File: src/rtl/dtoi_pkg.sv
// shared types, character codes and limits for the decimal text parser
package dtoi_pkg;

  localparam int VALUE_BITS = 32;

  typedef logic [VALUE_BITS-1:0] mag_t;

  // magnitude limits: positive side 2^(n-1)-1, negative side 2^(n-1)
  localparam mag_t MAG_LIMIT_POS = {1'b0, {(VALUE_BITS-1){1'b1}}};
  localparam mag_t MAG_LIMIT_NEG = {1'b1, {(VALUE_BITS-1){1'b0}}};
  localparam mag_t MAG_DIV10_POS = MAG_LIMIT_POS / 10;
  localparam mag_t MAG_DIV10_NEG = MAG_LIMIT_NEG / 10;

  localparam logic [7:0] CHAR_TAB   = 8'h09;
  localparam logic [7:0] CHAR_CR    = 8'h0D;
  localparam logic [7:0] CHAR_SPACE = 8'h20;
  localparam logic [7:0] CHAR_PLUS  = 8'h2B;
  localparam logic [7:0] CHAR_MINUS = 8'h2D;
  localparam logic [7:0] CHAR_ZERO  = 8'h30;
  localparam logic [7:0] CHAR_NINE  = 8'h39;

  typedef enum logic [2:0] {
    PH_LEAD   = 3'd0,
    PH_SIGN   = 3'd1,
    PH_DIGITS = 3'd2,
    PH_TRAIL  = 3'd3,
    PH_FAIL   = 3'd4
  } phase_t;

  typedef struct packed {
    phase_t phase;
    logic   negative;
    mag_t   mag;
  } scan_state_t;

  typedef struct packed {
    logic [7:0] text_byte;
    logic       last_byte;
  } byte_t;

  typedef struct packed {
    logic signed [VALUE_BITS-1:0] parsed_value;
    logic                         parse_ok;
  } result_t;

endpackage

File: src/rtl/decimal_text_to_int32_parser.sv
// top level: streaming saturating decimal text to signed integer parser
//
//  channel | direction | handshake                  | payload
//  --------+-----------+----------------------------+----------------------------
//  byte    | in        | byte_valid / byte_stall    | text_byte, last_byte
//  result  | out       | result_valid / result_stall | parsed_value, parse_ok
//
// one character per cycle while byte_stall is low; the scan state updates in the same cycle a byte is taken
// a result appears in the cycle after the transaction carrying the last byte
// the only loop is the times-ten accumulate and limit compare in dtoi_step
// reset returns the scan to the leading whitespace phase and empties the result register
// byte_stall rises only while a result waits and result_stall is high
//
module decimal_text_to_int32_parser (
  input  logic              clk,
  input  logic              rst,
  input  logic              byte_valid,
  output logic              byte_stall,
  input  dtoi_pkg::byte_t   byte_data,
  output logic              result_valid,
  input  logic              result_stall,
  output dtoi_pkg::result_t result_data
);

  localparam dtoi_pkg::scan_state_t SCAN_RESET = '{
    phase:    dtoi_pkg::PH_LEAD,
    negative: 1'b0,
    mag:      '0
  };

  dtoi_pkg::scan_state_t scan;
  dtoi_pkg::scan_state_t scan_next;
  dtoi_pkg::mag_t        value_next;
  logic                  ok_next;
  logic                  byte_take;
  logic                  result_take;

  // the result register is the only thing that can hold up the input
  assign byte_stall  = result_valid && result_stall;
  assign byte_take   = byte_valid && !byte_stall;
  assign result_take = result_valid && !result_stall;

  dtoi_step u_step (
    .cur       (scan),
    .text_byte (byte_data.text_byte),
    .nxt       (scan_next)
  );

  // two's complement of the magnitude for negative strings
  always_comb begin
    value_next = scan_next.negative ? (~scan_next.mag + 1'b1) : scan_next.mag;
    ok_next    = (scan_next.phase == dtoi_pkg::PH_DIGITS) ||
                 (scan_next.phase == dtoi_pkg::PH_TRAIL);
  end

  // scan state: back to reset after the last byte of a string
  always_ff @(posedge clk) begin
    if (rst) begin
      scan <= SCAN_RESET;
    end else if (byte_take) begin
      if (byte_data.last_byte) begin
        scan <= SCAN_RESET;
      end else begin
        scan <= scan_next;
      end
    end
  end

  // result register, loads on the last byte and drains when not stalled
  always_ff @(posedge clk) begin
    if (rst) begin
      result_valid <= 1'b0;
    end else if (byte_take && byte_data.last_byte) begin
      result_valid <= 1'b1;
    end else if (result_take) begin
      result_valid <= 1'b0;
    end
  end

  always_ff @(posedge clk) begin
    if (byte_take && byte_data.last_byte) begin
      result_data.parsed_value <= $signed(value_next);
      result_data.parse_ok     <= ok_next;
    end
  end

  // a last-byte transaction always leaves a result behind it
  assert property (@(posedge clk) disable iff (rst)
    byte_take && byte_data.last_byte |=> result_valid)
    else $error("last byte taken without a result");

  // each string starts from a clean scan state
  assert property (@(posedge clk) disable iff (rst)
    byte_take && byte_data.last_byte |=>
      (scan.phase == dtoi_pkg::PH_LEAD) && !scan.negative && (scan.mag == '0))
    else $error("scan state not cleared after last byte");

  // no magnitude can build up before the first digit
  assert property (@(posedge clk) disable iff (rst)
    (scan.phase == dtoi_pkg::PH_LEAD) || (scan.phase == dtoi_pkg::PH_SIGN) |->
      (scan.mag == '0))
    else $error("magnitude set before any digit");

  // a stalled result that is still waiting must not be overwritten
  assert property (@(posedge clk) disable iff (rst)
    result_valid && result_stall |=> result_valid && $stable(result_data))
    else $error("waiting result lost or changed");

endmodule

File: src/rtl/dtoi_step.sv
// next scan state for one character: classify, multiply-accumulate, saturate
module dtoi_step (
  input  dtoi_pkg::scan_state_t cur,
  input  logic [7:0]            text_byte,
  output dtoi_pkg::scan_state_t nxt
);

  logic           is_digit;
  logic           is_space;
  logic           is_sign;
  logic [3:0]     digit;
  dtoi_pkg::mag_t limit;
  dtoi_pkg::mag_t limit_div10;
  dtoi_pkg::mag_t times_ten;
  dtoi_pkg::mag_t acc_mag;
  logic           acc_over;

  always_comb begin
    is_digit = (text_byte >= dtoi_pkg::CHAR_ZERO) && (text_byte <= dtoi_pkg::CHAR_NINE);
    is_space = (text_byte == dtoi_pkg::CHAR_SPACE) ||
               ((text_byte >= dtoi_pkg::CHAR_TAB) && (text_byte <= dtoi_pkg::CHAR_CR));
    is_sign  = (text_byte == dtoi_pkg::CHAR_PLUS) || (text_byte == dtoi_pkg::CHAR_MINUS);
    // ascii digits carry their value in the low nibble
    digit    = text_byte[3:0];

    limit       = cur.negative ? dtoi_pkg::MAG_LIMIT_NEG : dtoi_pkg::MAG_LIMIT_POS;
    limit_div10 = cur.negative ? dtoi_pkg::MAG_DIV10_NEG : dtoi_pkg::MAG_DIV10_POS;
    // times ten as shift-add; only meaningful when mag <= limit/10
    times_ten   = (cur.mag << 3) + (cur.mag << 1);
    acc_over    = (cur.mag > limit_div10) ||
                  (times_ten > (limit - dtoi_pkg::mag_t'(digit)));
    acc_mag     = acc_over ? limit : (times_ten + dtoi_pkg::mag_t'(digit));

    nxt = cur;
    unique case (cur.phase)
      dtoi_pkg::PH_LEAD: begin
        if (is_space) begin
          nxt.phase = dtoi_pkg::PH_LEAD;
        end else if (is_sign) begin
          nxt.negative = (text_byte == dtoi_pkg::CHAR_MINUS);
          nxt.phase    = dtoi_pkg::PH_SIGN;
        end else if (is_digit) begin
          nxt.negative = 1'b0;
          nxt.mag      = acc_mag;
          nxt.phase    = acc_over ? dtoi_pkg::PH_FAIL : dtoi_pkg::PH_DIGITS;
        end else begin
          nxt.phase = dtoi_pkg::PH_FAIL;
        end
      end
      dtoi_pkg::PH_SIGN, dtoi_pkg::PH_DIGITS: begin
        if (is_digit) begin
          nxt.mag   = acc_mag;
          nxt.phase = acc_over ? dtoi_pkg::PH_FAIL : dtoi_pkg::PH_DIGITS;
        end else if (is_space && (cur.phase == dtoi_pkg::PH_DIGITS)) begin
          nxt.phase = dtoi_pkg::PH_TRAIL;
        end else begin
          nxt.phase = dtoi_pkg::PH_FAIL;
        end
      end
      dtoi_pkg::PH_TRAIL: begin
        if (!is_space) begin
          nxt.phase = dtoi_pkg::PH_FAIL;
        end
      end
      default: begin
        nxt = cur;
      end
    endcase
  end

endmodule
File: config.mk
export PLATFORM = sky130hd
export DESIGN_NAME = decimal_text_to_int32_parser
export DESIGN_NICKNAME = d
export VERILOG_FILES = /design/src/rtl/dtoi_pkg.sv /design/src/rtl/decimal_text_to_int32_parser.sv /design/src/rtl/dtoi_step.sv
export SDC_FILE = /design/constraint.sdc
export NUM_CORES = 1
export LEC_CHECK = 0
export ABC_AREA = 1
export BUFFER_PORTS_ARGS = -buffer_cell sky130_fd_sc_hd__buf_2
export CAP_MARGIN = 20
export CORE_AREA = 3 3 128 130
export DETAILED_ROUTE_END_ITERATION = 6
export DIE_AREA = 0 0 131 133
export PLACE_DENSITY_LB_ADDON = 0.12
export RECOVER_POWER = 100
export SYNTH_ARGS = -nofsm -noshare
export SYNTH_HDL_FRONTEND = slang
export SYNTH_SLANG_ARGS = --single-unit
export TNS_END_PERCENT = 1
File: constraint.sdc
create_clock -name clk -period 17.45 [get_ports clk]
set_clock_uncertainty 0.05 [all_clocks]
set_input_delay 5.235 -clock clk [delete_from_list [all_inputs] [get_ports clk]]
set_output_delay 5.235 -clock clk [all_outputs]
set_load 0.02 [all_outputs]
Word level (Yosys, flattened, before mapping)
Cells that the tools add are included.
Word-level totals
  logic and storage cells: 61
  register bits after elaboration: 70
  output and inout port bits: 35
  input bits: 13
Cells by class
  magnitude comparators: 6
  bitwise logic cells: 1
  eq/ne operators: 8
  add/sub/neg operators: 4
  muxes and demuxes: 20
  reduce and logical (&&, ||, !) cells: 16
Operators with widths (count)
  $mux 32: 5
  $mux 33: 2
  $pmux 32 s2: 1
  $mux 36: 1
  $add 32x1->32 const B: 1
  $add 32x32->32: 1
  $add 32x4->32: 1
  $gt 32x28->1 const B: 1
  $gt 32x32->1: 1
  $not 32->32: 1
  $sub 32x4->32: 1
  $eq 8x6->1 const B: 3
  $mux 3: 6
  $eq 3x2->1 const B: 4
  $pmux 3 s3: 1
  $ge 8x4->1 const B: 1
  $ge 8x6->1 const B: 1
  $le 8x4->1 const B: 1
  $le 8x6->1 const B: 1
  $logic_and 1x1->1: 7
  $logic_or 1x1->1: 4
  $mux 4: 1
  $eq 3x1->1 const B: 1
  $logic_not 3->1: 1
  other kinds (4): 7

Logic depth before layout (Yosys ltp)
Gate-level depths: netlist (run 1).
  word-level depth: 12
  mapped depth: 40
  gate-level depth less buffers: 40

Hierarchy
From an unflattened synthesis (run 1), not the netlist that was laid out.
Unflattened totals
  cells, all modules: 1470
  area total of the unflattened synthesis: 8800.9 um^2
By module, submodules not included
  dtoi_step: sequential area each 0.0 um^2, cells each 1043, times used 1, area each 5442.7 um^2
  decimal_text_to_int32_parser: sequential area each 1731.7 um^2, cells each 427, times used 1, area each 3358.2 um^2

Worst setup path after synthesis (run 1)
OpenSTA, ideal clock, no wires.
  path kind: input port to output port
  from: input result_stall
  to: output byte_stall
  cell stages on the path: 2
  slack: 6.700 ns
  required time: 12.165 ns
  path buffers: 0
  arrival: 5.465 ns
  cells stage by stage: nand2_1 > inv_1
Between the ends
  cells in the longest elaborated chain, start to end: 1
RTL lines
  start, declared: RTL line decimal_text_to_int32_parser.sv:21  | input logic result_stall,
  $logic_and 1x1->1: RTL line decimal_text_to_int32_parser.sv:39  | assign byte_stall = result_valid && result_stall;
  end, declared: RTL line decimal_text_to_int32_parser.sv:18  | output logic byte_stall,
Every way passes these cells.

Worst setup path in the final report (run 1)
  from: input byte_data[3] in the netlist's numbering
  to: register result_data[30] in the netlist's numbering (data pin)
Between the ends
  cells in the longest elaborated chain, start to end: 11
  elaborated cells on any way between the ends: 26
  classes of those cells: add/sub: 3; order compare: 5; eq/ne: 3; mux: 9; bitwise: 1; reduce/logical: 5
RTL lines
  start, declared: RTL line decimal_text_to_int32_parser.sv:19  | input dtoi_pkg::byte_t byte_data,
  $sub 32x4->32: RTL line dtoi_step.sv:31  | (times_ten > (limit - dtoi_pkg::mag_t'(digit)));
  $gt 32x32->1: RTL line dtoi_step.sv:31
  $logic_or 1x1->1: RTL line dtoi_step.sv:30  | acc_over = (cur.mag > limit_div10) ||
  $mux 32: RTL line dtoi_step.sv:32  | acc_mag = acc_over ? limit : (times_ten + dtoi_pkg::mag_t'(digit));
  $mux 33: RTL line dtoi_step.sv:42  | end else if (is_digit) begin
  $mux 32: RTL line dtoi_step.sv:39  | end else if (is_sign) begin
  $mux 33: RTL line dtoi_step.sv:37  | if (is_space) begin
  $pmux 32 s2: RTL line dtoi_step.sv:35  | unique case (cur.phase)
  $not 32->32: RTL line decimal_text_to_int32_parser.sv:51  | value_next = scan_next.negative ? (~scan_next.mag + 1'b1) : scan_next.mag;
  $add 32x1->32: RTL line decimal_text_to_int32_parser.sv:51
  $mux 32 *: RTL line decimal_text_to_int32_parser.sv:51
  named net value_next[29]: RTL line decimal_text_to_int32_parser.sv:33  | dtoi_pkg::mag_t value_next;
  end, declared: RTL line decimal_text_to_int32_parser.sv:22  | output dtoi_pkg::result_t result_data
Mark *: on every way through the listed nets, which the timed path passes. The rest lies on a longest branch.
A chain may end at the register's enable or synchronous reset.

==> run summary, run 1 <==
Area Overhead vs Synth: 6.61%
synth cell count leaders: 528 x nand2_1, 211 x inv_1, 125 x nor2_1
Synth top area share: 0.216
total vias in the final route: 9978
failing checks: max-capacitance violations, max-slew violations
Sequential Power Share: 0.363
top cells by area, synth: nand2_1 22%, edfxtp_1 11%, ha_1 10%
CP max-delay cell: nand3_1
first-pass GRT wire length: 43500 um
largest area contributor in the netlist: nand2_1
met2 WL post-DR: 12000 um
worst hold slack: 0.455 ns
most numerous cell in the Yosys netlist: nand2_1
WL met3: 1770 um
Pleak: 4.93 nW
most frequent CP cell: nand2_1
hold_buf cts: 0
Seq/Total Area, Yosys: 0.189
Comb pwr share: 0.202
Largest stage delay, worst path: 0.71 ns
largest net degree at the start of global routing: 39
fin util: 0.640
switching share of power: 0.288
Distinct cells, synth: 50
Pint: 0.000361 W
Max Freq: 89.0 MHz
DRT Pass-1 Iters: 5
area post-placement: 9560 um2
DR WL/cell: 15.0 um
Final #Nets: 1662
CP Capture Type: flop
GP Congestion: 1.00
H-tree depth: 3
Initial Util: 0.600
Worst EP arrival: 11.28 ns
flops & latches, synth: 70
Buf+Inv Stages, Crit Path: 3
main flop type after synthesis: dfxtp_1
DRT antenna net count: 0
Post-CTS Setup Repair Bufs: 0
asr flop ratio synth: 0
clk root buf: clkbuf_16
final instance area: 9760 um2
Die X: 131 um
die footprint: 17400 um2
CP Max Fanout: 23
YS warnings: 0
Mapped Cells: 1540
worst slew pin tran: 2.77 ns
Startpoint Class: input pin
Core Box Area: 15300 um2
Setup TNS: 0 ns
synthesized area per cell: 5.95 um2
maximum vdd drop: 0.0650 mV
Vias/cell: 5.58
Max Slew Vio Count: 110
CTS resizes: 0
period utilisation layout: 0.644
Final Non-Filler Cells: 1787
Die Height: 133 um
boundary pin count: 48
Worst slew margin: -0.852
WS Path Type: input pin to flop
Placed Instances: 1771
I/O Buffers: 47
Setup violations, final: 0
Fill cells: 1526
Worst path top cell family by delay: simple AND/OR/NAND/NOR gates
Clk network pwr share: 0.435
Total Wirelength: 26700 um
grt total ovfl: 0
gr usage total: 0.308
Psw: 0.000147 W
DRC: 0
post-layout minimum cycle time: 11.24 ns
CTS tree: done
initial antenna violation count: 0
HP Class: flop to flop
Top Metal Used: met4
final hold vios: 0
Sink Count: 70
n_diodes: 0
share of layout cells above drive strength 1: 0.0692
Placement Rows: 45
CTS buffer count: 9
Netlist Area Pre-Place: 9160 um2
outcome: finished with violations
unrepaired setup endpoints after global routing: no
hpwl dp: 21300 um
Max Cap Viol: 3
syn_nets: 1631
Clock transition at path regs: 0.06 ns
WP data required: 17.49 ns
Max clock buf depth: 2
initial detailed-routing violation count: 1052
Cell Pwr Density: 52.0 nW/um2
vias in the first global route: 8880
DRT met1 WL: 11900 um
later-pin clock latency in the skew report: 0.33 ns
EDFF count, synth: 33
metrics by stage:
step           worst slack (ns)  power, W
6_report                   6.21  0.000508
5_1_grt                    5.60  0.000527
4_1_cts                    6.54  0.000514
3_5_place_dp               6.54  0.000294
3_3_place_gp               6.55  0.000291
2_1_floorplan              6.70  0.000267
sequential cells by signal (all words and copies together), names as in the netlist:
register and flops:
result_valid 1, result_data 33, scan 36
metal layers:
metal / global-route usage / up-vias
met3: 0.0359 / 73
met4: 0.114 / 0
met1: 0.423 / 4453
met2: 0.492 / 415
met5: 0 / -
li1: - / 5037
path summary, 6_finish.rpt:
kind | from | end | slack [ns] | cells after the start
hold reg to reg | scan[31] | scan[31] | 0.46 | 2
setup / recovery | byte_data[3] | result_data[30] | 6.21 | 31
setup reg to reg | scan[2] | result_data[30] | 10.04 | 34
hold / removal | scan[31] | scan[31] | 0.46 | 2
cell type report:
| cell class | instances | area, um2 | area share |
|---|---|---|---|
| Tap cell | 211 | 264 | 0.0270 |
| Sequential cell | 70 | 1730 | 0.177 |
| Clock buffer | 13 | 304 | 0.0311 |
| Multi-Input combinational cell | 1216 | 6340 | 0.650 |
| Clock inverter | 3 | 68.8 | 0.00705 |
| Timing Repair Buffer | 51 | 213 | 0.0218 |
| Inverter | 223 | 838 | 0.0859 |
tightest hold or removal path, cell delays in order, from the launching register on:
cell	delay [ns]
dfxtp_1	0.32
nand2_1	0.07
a21oi_1	0.06
cell families (layout without fill, tap and decap cells):
group / count (synthesis) / count (layout) / synth area share
buffers and inverters: 254 / 290 / 0.107
flip-flops: 70 / 70 / 0.189
adder cells (fa/ha/maj): 78 / 78 / 0.109
AO/OA/AOI/OAI: 182 / 182 / 0.114
AND/OR/NAND/NOR: 916 / 916 / 0.442
XOR/XNOR: 40 / 40 / 0.0383
power by group through the flow:
stage          Sequential, W  Combinational [W]  Clock, W
2_1_floorplan       0.000194          0.0000732         0
3_3_place_gp        0.000187           0.000104         0
3_5_place_dp        0.000187           0.000106         0
4_1_cts             0.000184           0.000107  0.000222
5_1_grt             0.000185           0.000115  0.000227
6_report            0.000184           0.000103  0.000221
layout by cell type (no fill, tap or decap), types with 12 or more instances in the layout:
cell / synthesis / final
a21oi_1: 85 / 86
clkbuf_1: 21 / 39
clkbuf_16: 0 / 12
dfxtp_1: 37 / 37
edfxtp_1: 33 / 33
ha_1: 75 / 75
inv_1: 211 / 211
nand2_1: 528 / 536
nand2_2: 30 / 23
nand3_1: 112 / 117
nand4_1: 40 / 40
nor2_1: 125 / 129
nor2_2: 28 / 25
nor3_1: 14 / 14
o211ai_1: 16 / 16
o21ai_0: 40 / 49
xor2_1: 29 / 29
Power figures use the tool's default switching activity.
==> run 2, diff against run 1 <==
CORE_AREA = 3 3 130 132   (was 3 3 128 130)
DIE_AREA = 0 0 133 135   (was 0 0 131 133)
clock period = 9.5 ns   (was 17.45 ns; I/O delays follow)
==> run summary, run 2 (same netlist as run 1, synthesis figures left out) <==
Largest stage delay, worst path: 0.65 ns (-0.06 ns)
most frequent CP cell: nand2_1
CP Capture Type: flop
worst slew pin tran: 2.89 ns (+0.124 ns)
CTS resizes: 0 (unchanged)
Clk network pwr share: 0.396 (-0.039)
HP Start: scan[31]
first-pass GRT wire length: 45300 um (+4.1%)
commonest non-fill, non-tap cell in the layout: nand2_1
final instance area: 9730 um2 (-0.35%)
number of flip-flops in the largest register: 36 (unchanged)
H-tree depth: 3 (unchanged)
WS Path Type: input pin to flop
Post-Place Worst Slack: 1.69 ns (-4.86 ns)
R2R depth: 37 (+8.8%)
Die X: 133 um (+1.5%)
Worst slew margin: -0.935 (-0.0829)
failing checks: max-capacitance violations, max-slew violations
initial detailed-routing violation count: 1103 (+4.8%)
Placement Rows: 46 (+2.2%)
DRT Pass-1 Iters: 6 (+1)
Placed Instances: 1775 (+0.23%)
Vias/cell: 5.59 (about the same)
initial antenna violation count: 0 (unchanged)
Hold Path End: scan[31]
largest register by flop count: scan
worst hold path depth: 2 (unchanged)
HP Class: flop to flop
Area Overhead vs Synth: 6.24%
n_diodes: 0 (unchanged)
Sequential Power Share: 0.385 (+0.022)
grt total ovfl: 0 (unchanged)
WP data required: 9.53 ns (-7.96 ns)
Worst Setup SP: byte_data[2]
Cell Pwr Density: 90.4 nW/um2 (+74%)
top flop regs: scan x36, result_data x33, result_valid x1
DRT antenna net count: 0 (unchanged)
Psw: 0.000267 W (+83%)
fin util: 0.615 (-0.0252)
CP max-delay cell: nand3_1
outcome: finished with violations
hpwl dp: 22100 um (+3.8%)
total vias in the final route: 10000 (+0.31%)
Pint: 0.000612 W (+69%)
Startpoint Class: input pin
later-pin clock latency in the skew report: 0.33 ns (about the same)
Sink Count: 70 (unchanged)
switching share of power: 0.304 (+0.0157)
area post-placement: 9550 um2 (about the same)
Setup violations, final: 0 (unchanged)
Initial Util: 0.579 (-0.0216)
Core Box Area: 15800 um2 (+3.7%)
CP Max Fanout: 23 (unchanged)
Final Worst Setup Slack: 1.26 ns (-4.95 ns)
Max Slew Vio Count: 75 (-32%)
Pleak: 4.89 nW (-0.68%)
Final Non-Filler Cells: 1791 (+0.22%)
die footprint: 18000 um2 (+3.1%)
unrepaired setup endpoints after global routing: no
Final #Nets: 1661 (-0.060%)
clk root buf: clkbuf_16
Setup TNS: 0 ns (unchanged)
gr usage total: 0.309 (+0.00163)
Max Cap Viol: 2 (-1)
Post-CTS Setup Repair Bufs: 0 (unchanged)
GP Congestion: 0.938 (-6.6%)
CTS tree: done
Max clock buf depth: 2 (unchanged)
Total Wirelength: 27900 um (+4.2%)
hold_buf cts: 0 (unchanged)
final hold vios: 0 (unchanged)
reg2reg end: result_data[29]
Comb pwr share: 0.218 (+0.016)
boundary pin count: 48 (unchanged)
R2R Setup Slk: 2.43 ns (-7.61 ns)
maximum vdd drop: 0.111 mV (+71%)
CTS buffer count: 9 (unchanged)
commonest cells after routing, fill and taps aside: 534 x nand2_1, 212 x inv_1, 127 x nor2_1
I/O Buffers: 47 (unchanged)
largest net degree at the start of global routing: 39 (unchanged)
R2R Path Start: scan[2]
DR WL/cell: 15.6 um (+4.0%)
Die Height: 135 um (+1.5%)
share of layout cells above drive strength 1: 0.0705 (+0.00131)
Max Freq: 121 MHz
period utilisation layout: 0.867
DRC: 0 (unchanged)
vias in the first global route: 9247 (+4.1%)
Clock transition at path regs: 0.06 ns (about the same)
Worst EP arrival: 8.27 ns (-3.01 ns)
post-layout minimum cycle time: 8.24 ns
[run 2: cell count changes in the layout (fill, tap and decap cells not counted), sizes merged]
cell	before	now
bufinv	2	1
clkinv	4	5
buf	13	12
[run 2: power by group through the flow]
stage	Sequential (W)	Combinational, W	Clock (W)
floorplan	0.000356	0.000135	0
global placement	0.000344	0.000193	0
detailed placement	0.000344	0.000195	0
CTS	0.000338	0.000197	0.000352
global route	0.000340	0.000214	0.000362
finish	0.000339	0.000192	0.000349
[run 2: worst max-delay path: cells and delay by family]
kind	cells	cell delay, ns
simple gates	26	3.50
xor+xnor	1	0.20
buf+inv	6	0.65
fa+ha+maj	4	1.05
[run 2: metrics by stage]
stage / power (W) / hold WS [ns]
floorplan: 0.000490 / 0.409
global placement: 0.000538 / 0.423
detailed placement: 0.000540 / 0.427
CTS: 0.000887 / 0.438
global route: 0.000915 / 0.477
finish: 0.000879 / 0.438
[run 2: layout make-up]
type / count / area (um2)
Clock buffer: 13 / 272
Inverter: 223 / 838
Multi-Input combinational cell: 1216 / 6370
Clock inverter: 3 / 40.0
Timing Repair Buffer: 50 / 205
Tap cell: 216 / 270
Fill cell: 1637 / 6100
Sequential cell: 70 / 1730
[run 2: how the worst max path moves through the flow]
stage,endpoint,slack (ns)
2_1_floorplan,result_data[29],2.59
6_report,result_data[29],1.26
5_1_grt,result_data[29],0.70
4_1_cts,result_data[29],1.96
3_3_place_gp,result_data[29],1.84
3_5_place_dp,result_data[29],1.69
[run 2: layer usage]
metal  vias up  routed length [um]  track usage
met5         -                   0            0
met2       444               12300        0.499
met3        78                1870       0.0313
met1      4456               12500        0.425
li1       5031                   -            -
met4         0                1160        0.128
